`src/sv/slm_pkg.sv`:
```
// slm_pkg: types, constants and helper functions for the spectral low-pass mask
// used by slm_isqrt and spectral_lowpass_mask; no dependencies
package slm_pkg;

  localparam int MAX_SIZE   = 1024;
  localparam int MIN_SIZE   = 2;
  localparam int GRID_W     = 11;
  localparam int IDX_W      = 10;
  localparam int DATA_W     = 32;
  localparam int CUTOFF_W   = 20;
  localparam int RECIP_W    = 24;
  localparam int FRAC_W     = 16;
  localparam int GAIN_W     = FRAC_W + 1;
  localparam logic [GAIN_W-1:0] ONE_Q16 = GAIN_W'(1) << FRAC_W;

  localparam int CFG_IDX_W  = 2;
  localparam int CFG_DATA_W = 24;

  // radial wavenumber square root
  localparam int S_W       = 21;                // kx^2 + ky^2
  localparam int ROOT_W    = 19;                // floor(sqrt(s << 16))
  localparam int REM_W     = ROOT_W + 3;
  localparam int SQ_STEPS  = ROOT_W;
  localparam int SQ_PER    = 4;
  localparam int SQ_STAGES = (SQ_STEPS + SQ_PER - 1) / SQ_PER;
  localparam int VV_W      = 2 * SQ_STEPS;

  localparam int PROD_W    = ROOT_W + RECIP_W;
  localparam int POLY_W    = 24;

  typedef enum logic [CFG_IDX_W-1:0] {
    REG_GRID_SIZE  = 2'd0,
    REG_CUTOFF     = 2'd1,
    REG_SMOOTH     = 2'd2,
    REG_RECIP      = 2'd3
  } cfg_idx_t;

  typedef enum logic [1:0] {
    GS_PASS = 2'd0,
    GS_ZERO = 2'd1,
    GS_POLY = 2'd2
  } gain_sel_t;

  typedef struct packed {
    logic [IDX_W-1:0]         bin_row;
    logic [IDX_W-1:0]         bin_col;
    logic signed [DATA_W-1:0] bin_real;
    logic signed [DATA_W-1:0] bin_imag;
  } in_t;

  typedef struct packed {
    logic [IDX_W-1:0]         out_row;
    logic [IDX_W-1:0]         out_col;
    logic signed [DATA_W-1:0] out_real;
    logic signed [DATA_W-1:0] out_imag;
  } out_t;

  typedef struct packed {
    logic [REM_W-1:0]  rem;
    logic [ROOT_W-1:0] root;
  } sq_t;

  // one restoring square-root step, consumes two radicand bits
  function automatic sq_t sqrt_step(sq_t a, logic [1:0] pr);
    logic [REM_W-1:0] r;
    logic [REM_W-1:0] tr;
    sq_t              o;
    r  = {a.rem[REM_W-3:0], pr};
    tr = REM_W'({a.root, 2'b01});
    if (r >= tr) begin
      o.rem  = r - tr;
      o.root = {a.root[ROOT_W-2:0], 1'b1};
    end else begin
      o.rem  = r;
      o.root = {a.root[ROOT_W-2:0], 1'b0};
    end
    return o;
  endfunction

endpackage

```
`src/sv/slm_isqrt.sv`:
```
// slm_isqrt: pipelined integer square root of (s << 16), up to four root bits per stage
// depends on slm_pkg
module slm_isqrt (
  input  logic                       clk,
  input  logic                       en,
  input  logic [slm_pkg::S_W-1:0]    s_in,
  output logic [slm_pkg::ROOT_W-1:0] root
);
  import slm_pkg::*;

  sq_t            st_r [SQ_STAGES];
  logic [S_W-1:0] sv_r [SQ_STAGES];

  for (genvar g = 0; g < SQ_STAGES; g++) begin : g_st
    sq_t            a;
    sq_t            st_nxt;
    logic [S_W-1:0] sv;

    if (g == 0) begin : g_first
      assign a  = '0;
      assign sv = s_in;
    end else begin : g_rest
      assign a  = st_r[g-1];
      assign sv = sv_r[g-1];
    end

    always_comb begin
      logic [VV_W-1:0] vv;
      vv     = VV_W'({sv, {FRAC_W{1'b0}}});
      st_nxt = a;
      for (int j = 0; j < SQ_PER; j++) begin
        if (g * SQ_PER + j < SQ_STEPS) begin
          st_nxt = sqrt_step(st_nxt, vv[2 * (SQ_STEPS - 1 - (g * SQ_PER + j)) +: 2]);
        end
      end
    end

    always_ff @(posedge clk) begin
      if (en) begin
        st_r[g] <= st_nxt;
        sv_r[g] <= sv;
      end
    end
  end

  assign root = st_r[SQ_STAGES-1].root;

endmodule

```
`config.mk`:
```
export PLATFORM = sky130hd
export DESIGN_NAME = slm_isqrt
export DESIGN_NICKNAME = d
export VERILOG_FILES = /design/src/sv/slm_pkg.sv /design/src/sv/slm_isqrt.sv
export SDC_FILE = /design/constraint.sdc
export NUM_CORES = 1
export LEC_CHECK = 0
export ABC_CLOCK_PERIOD_IN_PS = 12200
export BUFFER_PORTS_ARGS = -buffer_cell sky130_fd_sc_hd__buf_4
export CAP_MARGIN = 20
export CORE_UTILIZATION = 45
export CTS_CLUSTER_SIZE = 12
export DETAILED_ROUTE_END_ITERATION = 12
export HOLD_SLACK_MARGIN = 0.06
export MAX_ROUTING_LAYER = met4
export PLACE_DENSITY = 0.72
export SYNTH_ARGS = -nofsm -noshare
export SYNTH_HDL_FRONTEND = slang
export SYNTH_SLANG_ARGS = --single-unit
export TNS_END_PERCENT = 10
```
`constraint.sdc`:
```
create_clock -name clk -period 12.2 [get_ports clk]
set_input_delay 0.61 -clock clk [delete_from_list [all_inputs] [get_ports clk]]
set_output_delay 0.61 -clock clk [all_outputs]
set_load 0.005 [all_outputs]
```
[Word level (Yosys, flattened, before mapping)]
Memories as Yosys holds them, arrays and structs flattened.
Cells that the tools add are included.
W data, S select, Z words.
Word-level totals
  logic and storage cells: 61
  memories kept: 2
  output and inout port bits: 19
  register bits after elaboration: 0
  RAM bits: 310
Memory list
  st_r: depth 5, bits a word 41, rd ports 5, clocked after memory_dff 0, write ports 5, line slm_isqrt.sv:11  | sq_t st_r [SQ_STAGES];
  sv_r: depth 5, bits a word 21, rd ports 4, clocked after memory_dff 0, write ports 5, line slm_isqrt.sv:12  | logic [S_W-1:0] sv_r [SQ_STAGES];
Cells by class
  muxes and demuxes: 21
  add/sub/neg operators: 19
  $lt $le $gt $ge: 19
Operator list (number)
  $mux W39: 14
  $ge A22 B21 Y1: 18
  $sub A20 B20 Y20: 13
  $mux W41: 5
  $sub A22 B21 Y22: 5
  $mux W1: 2
  $sub A1 B1 Y2 const B: 1
  $ge A1 B1 Y1 const B: 1

[Depth between registers and ports, before layout]
Gate-level depths: netlist of run 1.
An unclocked memory read counts as a cell.
  word-level depth: 9
  depth in mapped cells: 60

[Least setup slack after synthesis of run 1]
OpenSTA, ideal clock, no wires.
  path type: register -> register
  from: memory st_r[0][102] (netlist bit)
  to: memory st_r[0][144] (netlist bit), data pin
  clock period less this slack: 11864 ps
  path buffers: 6
  arrival time: 11602 ps
  stages on the path, launching flop included: 60
  setup slack: 336 ps
  data required time: 11938 ps
  setup time: 262 ps
  cells stage by stage: edfxtp_1 -> inv_1 -> ha_1 -> inv_1 -> fa_1 -> nor2b_1 -> o21a_1 -> o21ai_0 -> a211oi_1 -> or3_1 -> clkbuf_1 -> inv_1 -> clkbuf_1 -> nand2_1 -> nand2_1 -> ha_1 -> a21o_1 -> a21oi_1 -> (+24 left out) -> inv_1 -> ha_1 -> a21oi_1 -> nor2_1 -> nor2_1 -> o21bai_1 -> a21oi_1 -> o21bai_1 -> a21oi_1 -> o21bai_1 -> a21oi_1 -> o21bai_1 -> a21oi_1 -> o21ai_0 -> a211o_1 -> or3_1 -> clkbuf_1 -> or2_2
RTL lines (line)
  start, declared: slm_isqrt.sv:11

==> metrics.txt, run 1 <==
status=completed; final hold vios=0; most frequent CP cell=ha_1; Yosys warning count=0; hpwl dp=35300 um; Placed Cells=2614; Layout Area Growth over Synthesis=8.79%; drt first pass iters=5; Post-Syn Instances=2100; syn nets=2314; initial antenna violation count=0; Ant. Diodes=0; Worst Path Arrival=11710 ps; clock skew=11.7 ps; reg-to-reg startpoint=sv_r[0][12]; reg2reg end=st_r[0][73]; Clock H-tree levels=4; Seq cells post-synth=157; clock buffer depth=2; worst setup path class=flip-flop to flip-flop; global-route wire length before repair=73800 um; RSZ-0062 raised after global routing=no; Slowest-stage cell, CP=o41ai_1; final slew viol count=0; top cell type's share of synthesized area=26.9%; CP delay by family, top=simple AND/OR/NAND/NOR gates; Worst Path Required=12430 ps; TritonCTS Buffers=17; layout cell share with drive strength beyond 1=8.74%; crit start category=flip-flop; non-filler cells, final=2650; post-synth cell types=99; Buf/Inv on CP=6; Synth Cell Area=17600 um^2; DRT iter0 DRCs=1054; Most used DFF post-synth=edfxtp_1; R2R Setup Slk=720 ps; Boundary Pins=42; leak pwr=7.87 nW; pwr dens=285 nW/um^2; FP Rows=71; die height=200 um; routed vias=15.7k; fin crit period=11480 ps; pre-CTS setup slack=68.1 ps; max cap viols=0; worst hold-check path type=input port to flip-flop; cells on worst reg2reg path=39; final worst setup slack=717 ps; Worst VDD drop=153 uV; Global Route met3 Usage=3.05%; routed vias/inst=5.91; Slew @ Worst Pin=914 ps; setup violators final=0; Crit path depth=39; CP endpoint=st_r[0][73]; hold path depth=1; Die Width=200 um; Slew HR=38.2%; critical path launch point=sv_r[0][12]; WL per Instance=17.0 um; footprint of the multi-input gates=12100 um^2; period utilisation layout=94.1%; clk sinks=157; die area=39800 um^2; syn avg cell area=8.36 um^2; Post-route DRC=0; worst skew pair latency=460 ps; cell taking the most area after synthesis=edfxtp_1; CP max stage delay=640 ps; GR peak layer=met2; final wirelength=45000 um; final net count=2340; Max Fanout on Critical Path=16; Placer Congestion=0.965; EDFF count, synth=157; synth top area cells=edfxtp_1, ha_1, xnor2_1; Seq/Total Area, Yosys=26.9%; initial core utilization=46.2%; CTS clk-pin slew, worst paths=80 ps; Congestion Overflow GR=0; vias in the first global route=14.8k; CTS tree=yes; ANT nets after route=0; CORE AREA=38000 um^2; Reg area=4710 um^2; Post-CTS Hold Fix Bufs=0; Sum Neg Setup Slack=0 ps; largest net degree at the start of global routing=55; Async SR Flop Fraction=0%; Crit. End Element=flip-flop; fill count=3626; met2 GRT Util=40.1%; grt met1 use=29.4%; port bufs=41; Peak Freq=87.1 MHz; Root Driver=clkbuf_16; Total GRT Usage=23.7%
## metrics by stage
stage               power (W)  cell area (um^2)  util (%)  hold slack, ps
CTS                   0.00537             19000      50.0             307
floorplan             0.00396             17600         -             400
finish                0.00544             19100      50.2             323
global route          0.00594             19100      50.2             300
global placement      0.00468             18400      48.3             408
detailed placement    0.00479             18400      48.3             405
## worst min path at each step
stage | startpoint | endpoint | slack (ps)
2_1_floorplan | sv_r[0][0] | sv_r[0][21] | 400
3_3_place_gp | sv_r[0][3] | sv_r[0][24] | 410
3_5_place_dp | sv_r[0][5] | sv_r[0][26] | 410
4_1_cts | s_in[12] | sv_r[0][12] | 310
5_1_grt | s_in[12] | sv_r[0][12] | 300
6_report | s_in[13] | sv_r[0][13] | 320
## final cells by class
cell class              instances  area share (%)
flip-flops and latches        157            24.7
well taps                     511            3.35
multi-input cells            1743            63.3
inverters                     143            2.85
repair buffers                 64            2.54
clock inverters                15            1.02
clock buffers                  17            2.23
## state kept, by name, summed over array words and instances, names as in the netlist
| signal | cells |
|---|---|
| sv_r | 23 |
| st_r | 134 |
## metal layers
metal  share of wire (%)  routed length (um)
met2                  49               22100
met4                 2.0                 889
met3                 4.3                1930
met1                  45               20100
met5                   0                   0
## logic make-up (layout without fill, tap and decap cells)
family                     Yosys count  after routing  synth area share [%]
xor gates and xnor gates           187            187                  9.33
buffers and inverters              201            239                  4.64
adders and majority gates          191            191                  13.8
and+or+nand+nor                    714            715                  20.6
muxes                               36             36                  2.17
DFF                                157            157                  26.9
AOI/OAI and AO/OA                  614            614                  22.6
## timing repair
item | CTS | global route
setup endpoints to repair | 0 | 37
resized for setup | 0 | 21
buffers inserted | 0 | 2
## Yosys cell counts (29+ instances only)
cell type  instances
ha_1             186
edfxtp_1         157
a21o_1            49
a21oi_1          216
xnor2_1          126
o21ai_0          112
clkbuf_1          42
nand2_1          164
nand2b_1          29
nor2_1           194
nand3_1           55
inv_1            139
xor2_1            61
nor3_1            56
nor2b_1           32
## power by group
part / internal [W] / switching, W
Combinational: 0.00166 / 0.00229
Sequential: 0.000831 / 0.000100
Clock: 0.000282 / 0.000276
Total: 0.00277 / 0.00267
## cells in the final DEF (no fill, tap or decap), types with 21 or more instances in the layout
cell type  instances
a21oi_1          214
nor2_1           194
ha_1             186
nand2_1          164
edfxtp_1         157
inv_1            136
xnor2_1          126
o21ai_0          110
xor2_1            61
buf_4             61
nand3_1           54
nor3_1            54
a21o_1            49
nor2b_1           32
nand2b_1          29
o21bai_1          26
or3_1             23
o21a_1            22
o31ai_1           21
(Power assumes the default switching activity.)
==> run 2, diff against run 1 <==
Settings changed: CELL_PAD_IN_SITES_DETAIL_PLACEMENT set to 1, CELL_PAD_IN_SITES_GLOBAL_PLACEMENT set to 2, CORE_UTILIZATION 45 to 36, PLACE_DENSITY 0.72 to 0.87.
==> run 2 against run 1 <==
  * Wire length is 17% higher
  * Register-to-register slack gained 40 ps
  * Critical path depth up 15
  * Via count grew 0.84%
  * Maximum frequency is 0.33% higher
  * Design area increased by 0.85%
  * Hold slack got worse by 27 ps
  * Power rose by 2.2%
  * Setup slack better by 37 ps
  * Highest routed layer unchanged
==> metrics.txt, run 2 (synthesis gave the netlist of run 1 again) <==
global-route wire length before repair=85000 um; TritonCTS Buffers=17; leak pwr=7.91 nW; reg2reg end=st_r[0][144]; hold path depth=1; Crit. End Element=flip-flop; final net count=2346; Post-route DRC=0; CORE AREA=47900 um^2; Die Width=223 um; Sum Neg Setup Slack=0 ps; final wirelength=52500 um; CP max stage delay=480 ps; period utilisation layout=93.8%; commonest non-fill, non-tap cell in the layout=a21oi_1; clk sinks=157; switching pwr=0.00276 W; Worst Path Required=12450 ps; layout cell share with drive strength beyond 1=8.72%; routed vias=15.8k; clock skew=16.1 ps; P_int=0.00280 W; reg-to-reg startpoint=st_r[0][102]; port bufs=41; final worst setup slack=755 ps; status=completed; Worst VDD drop=123 uV; hpwl dp=42400 um; RSZ-0062 raised after global routing=yes; Boundary Pins=42; vias in the first global route=16.1k; Slew @ Worst Pin=979 ps; Layout Area Growth over Synthesis=9.71%; Placer Congestion=0.916; fin crit period=11450 ps; Slew HR=34.3%; area of placed instances=18600 um^2; Congestion Overflow GR=0; worst skew pair latency=500 ps; non-filler cells, final=2760; worst setup path class=flip-flop to flip-flop; final hold vios=0; worst hold-check path type=input port to flip-flop; Ant. Diodes=0; switching part of the total power=49.7%; initial antenna violation count=0; setup violators final=0; die height=223 um; cells on worst reg2reg path=54; part of the power in registers=16.9%; clock buffer depth=2; max cap viols=0; largest net degree at the start of global routing=86; CTS clk-pin slew, worst paths=80 ps; DRT iter0 DRCs=900; hold endpoint=sv_r[0][0]; die area=49700 um^2; CTS tree=yes; footprint of the multi-input gates=12100 um^2; FP Rows=80; Clock H-tree levels=4; fill count=5702; Root Driver=clkbuf_16; most frequent CP cell=a21oi_1; most frequent cells in the layout=a21oi_1, nor2_1, ha_1; Reg area=4710 um^2; initial core utilization=36.6%; drt first pass iters=5; largest reg by FF count=st_r; Peak Freq=87.4 MHz; pre-CTS setup slack=-261 ps; Slowest-stage cell, CP=or3_1; final slew viol count=0; Worst Path Arrival=11700 ps; Gate power share=72.8%; crit start category=flip-flop; final instance area=19300 um^2; Total GRT Usage=22.1%; Max Fanout on Critical Path=30; pwr dens=288 nW/um^2; routed vias/inst=5.72; min-delay src=s_in[0]; R2R Setup Slk=750 ps; Clk pwr share=10.3%; ANT nets after route=0; Placed Cells=2726; WL per Instance=19.0 um; Largest register FFs=134; biggest regs=st_r: 134 flops, sv_r: 23 flops
## run 2: power by group through the flow
| stage | clock network (W) | registers (W) | logic (W) |
|---|---|---|---|
| floorplan | 0 | 0.000897 | 0.00307 |
| global placement | 0 | 0.000948 | 0.00387 |
| detailed placement | 0 | 0.000950 | 0.00399 |
| CTS | 0.000596 | 0.000939 | 0.00403 |
| global route | 0.000609 | 0.000953 | 0.00448 |
| finish | 0.000575 | 0.000937 | 0.00404 |
## run 2: through the flow
| step | hold WS, ps | utilization, % | power, W |
|---|---|---|---|
| floorplan | 400 | - | 0.00396 |
| detailed placement | 408 | 38.7 | 0.00494 |
| global route | 271 | 40.2 | 0.00605 |
| global placement | 404 | 38.7 | 0.00482 |
| CTS | 254 | 40.1 | 0.00556 |
| finish | 296 | 40.2 | 0.00556 |
## run 2: worst max-delay path by stage
stage                 start           end  slack [ps]
6_report       st_r[0][102]  st_r[0][144]         750
5_1_grt         st_r[0][47]  st_r[0][108]         -40
4_1_cts        st_r[0][102]  st_r[0][144]         180
3_5_place_dp   st_r[0][102]  st_r[0][144]        -260
3_3_place_gp   st_r[0][102]  st_r[0][144]         130
2_1_floorplan  st_r[0][102]  st_r[0][144]         340
## run 2: per-layer routing
| metal | track usage (%) | vias to the layer above | share of wire, % |
|---|---|---|---|
| met5 | - | - | 0 |
| met4 | 8.05 | 0 | 2.9 |
| met3 | 3.11 | 79 | 2.6 |
| met2 | 36.4 | 201 | 48 |
| met1 | 27.4 | 7699 | 47 |
| li1 | - | 7804 | - |
## run 2: timing repair
action | CTS | global route
resized for setup | 3 | 10
setup buffers | 0 | 2
endpoints found under the hold margin | 0 | 0
setup endpoints to repair | 19 | 31
cloned | 0 | 0
hold buffers | 0 | 0
pin swaps | 0 | 0
## run 2: cell type report
class                           instances  area share, %
Inverter                              143           2.81
Tap cell                              615           3.99
Multi-Input combinational cell       1742           62.6
Clock buffer                           17           2.21
Clock inverter                         15           1.12
Sequential cell                       157           24.5
Timing Repair Buffer                   71           2.79
## run 2: critical path, delay by kind of cell, from the launching register on
kind	cells	cell delay, ps
and+or+nand+nor	12	2920
buffers and inverters	7	720
DFF	1	450
adders and majority gates	7	1700
AOI/OAI and AO/OA	28	5370
==> run 3, diff against run 2 <==
Settings changed: CORE_UTILIZATION 36 to 25, PLACE_DENSITY 0.87 to 0.66.
==> run 3 against run 2 <==
  * Die area up 44%
  * Highest routed layer unchanged
  * Combinational power up 1%
  * Sequential share of layout area down 0.51 points
  * Wire length up 6.7%
==> metrics.txt, run 3 (synthesis gave the netlist of run 1 again) <==
status=completed; CTS clk-pin slew, worst paths=70 ps; final hold vios=0; Max Fanout on Critical Path=30; initial core utilization=25.4%; Slew @ Worst Pin=884 ps; leak pwr=7.91 nW; clock buffer depth=2; footprint of the multi-input gates=12100 um^2; worst hold-check path type=input port to flip-flop; Worst Path Arrival=11460 ps; Largest register FFs=134; Crit. End Element=flip-flop; Slew HR=40.8%; Total GRT Usage=16.5%; min-delay src=s_in[9]; clk sinks=157; final worst setup slack=961 ps; ANT nets after route=0; RSZ-0062 raised after global routing=no; Slowest-stage cell, CP=or3_1; biggest regs=st_r: 134 flops, sv_r: 23 flops; Placed Cells=3043; Congestion Overflow GR=0; hold endpoint=sv_r[0][9]; global-route wire length before repair=90100 um; Peak Freq=89.0 MHz; CTS tree=yes; initial antenna violation count=1; final wirelength=56000 um; routed vias/inst=5.09; layout cell share with drive strength beyond 1=9.00%; R2R Setup Slk=960 ps; Worst Hold Margin=305 ps; routed vias=15.7k; die height=267 um; pre-CTS setup slack=-107 ps; largest net degree at the start of global routing=56; Post-route DRC=0; cells on worst reg2reg path=53; final net count=2347; CP max stage delay=490 ps; drt first pass iters=5; Worst VDD drop=111 uV; crit start category=flip-flop; commonest non-fill, non-tap cell in the layout=a21oi_1; TritonCTS Buffers=17; vias in the first global route=16.2k; DRT iter0 DRCs=672; largest reg by FF count=st_r; fin crit period=11240 ps; Sum Neg Setup Slack=0 ps; worst skew pair latency=480 ps; max cap viols=0; Worst Path Required=12420 ps; port bufs=41; FP Rows=96; hold path depth=1; Die Width=267 um; Reg area=4710 um^2; final slew viol count=0; Clock H-tree levels=4; fill count=8206; WL per Instance=18.2 um; setup violators final=0; Placer Congestion=0.852; Boundary Pins=42; hpwl dp=46000 um; die area=71300 um^2; period utilisation layout=92.1%; clock skew=17.7 ps; Root Driver=clkbuf_16; pwr dens=284 nW/um^2; area of placed instances=19000 um^2; most frequent CP cell=a21oi_1; worst setup path class=flip-flop to flip-flop; reg-to-reg startpoint=st_r[0][102]; final instance area=19700 um^2; Layout Area Growth over Synthesis=12.0%; reg2reg end=st_r[0][144]; CORE AREA=69100 um^2; most frequent cells in the layout=a21oi_1, nor2_1, ha_1; non-filler cells, final=3077
## run 3: critical path: cells and delay by family (launching register included)
family / cells / cell delay (ps)
simple gates: 12 / 2900
flops: 1 / 440
buf+inv: 6 / 650
fa+ha+maj: 7 / 1700
compound gates: 28 / 5280
## run 3: final cells by class
class,count,share of cell area [%]
inverter,143,2.75
clock buffer,17,2.16
sequential,157,24.0
clock inverter,14,0.903
tap,931,5.92
antenna,1,0.0127
timing repair buffer,72,2.77
multi-input combinational,1742,61.5
## run 3: worst max-delay path by stage
stage                 startpoint           end  slack, ps  depth (start not counted)
floorplan           st_r[0][102]  st_r[0][144]        340                         59
global placement    st_r[0][102]  st_r[0][144]        140                         53
detailed placement  st_r[0][102]  st_r[0][144]       -110                         51
CTS                  st_r[0][89]  st_r[0][144]         10                         47
global route        st_r[0][102]  st_r[0][144]          8                         53
finish              st_r[0][102]  st_r[0][144]        960                         53
## run 3: repair_timing
action / in CTS / in global routing
hold buffers: 0 / 0
endpoints found under the setup margin: 16 / 55
resized for setup: 2 / 20
setup buffers: 0 / 2
pin swaps: 0 / 0
## run 3: report_power, final
part,internal [W],switching (W),leakage (nW),total [W]
logic,0.00166,0.00241,6.14,0.00408
registers,0.000832,0.000110,1.47,0.000942
clock network,0.000309,0.000256,0.295,0.000565
## run 3: per-stage QoR
| step | utilization, % | power [W] |
|---|---|---|
| CTS | 28.3 | 0.00562 |
| finish | 28.5 | 0.00559 |
| detailed placement | 27.5 | 0.00501 |
| global route | 28.5 | 0.00615 |
| floorplan | - | 0.00396 |
| global placement | 27.5 | 0.00492 |
## run 3: per-layer routing
metal  GRT usage [%]  wire [um]
met1            20.9      27100
met2            27.4      26600
met5               -          0
met4            4.38       1160
met3            2.33       1160
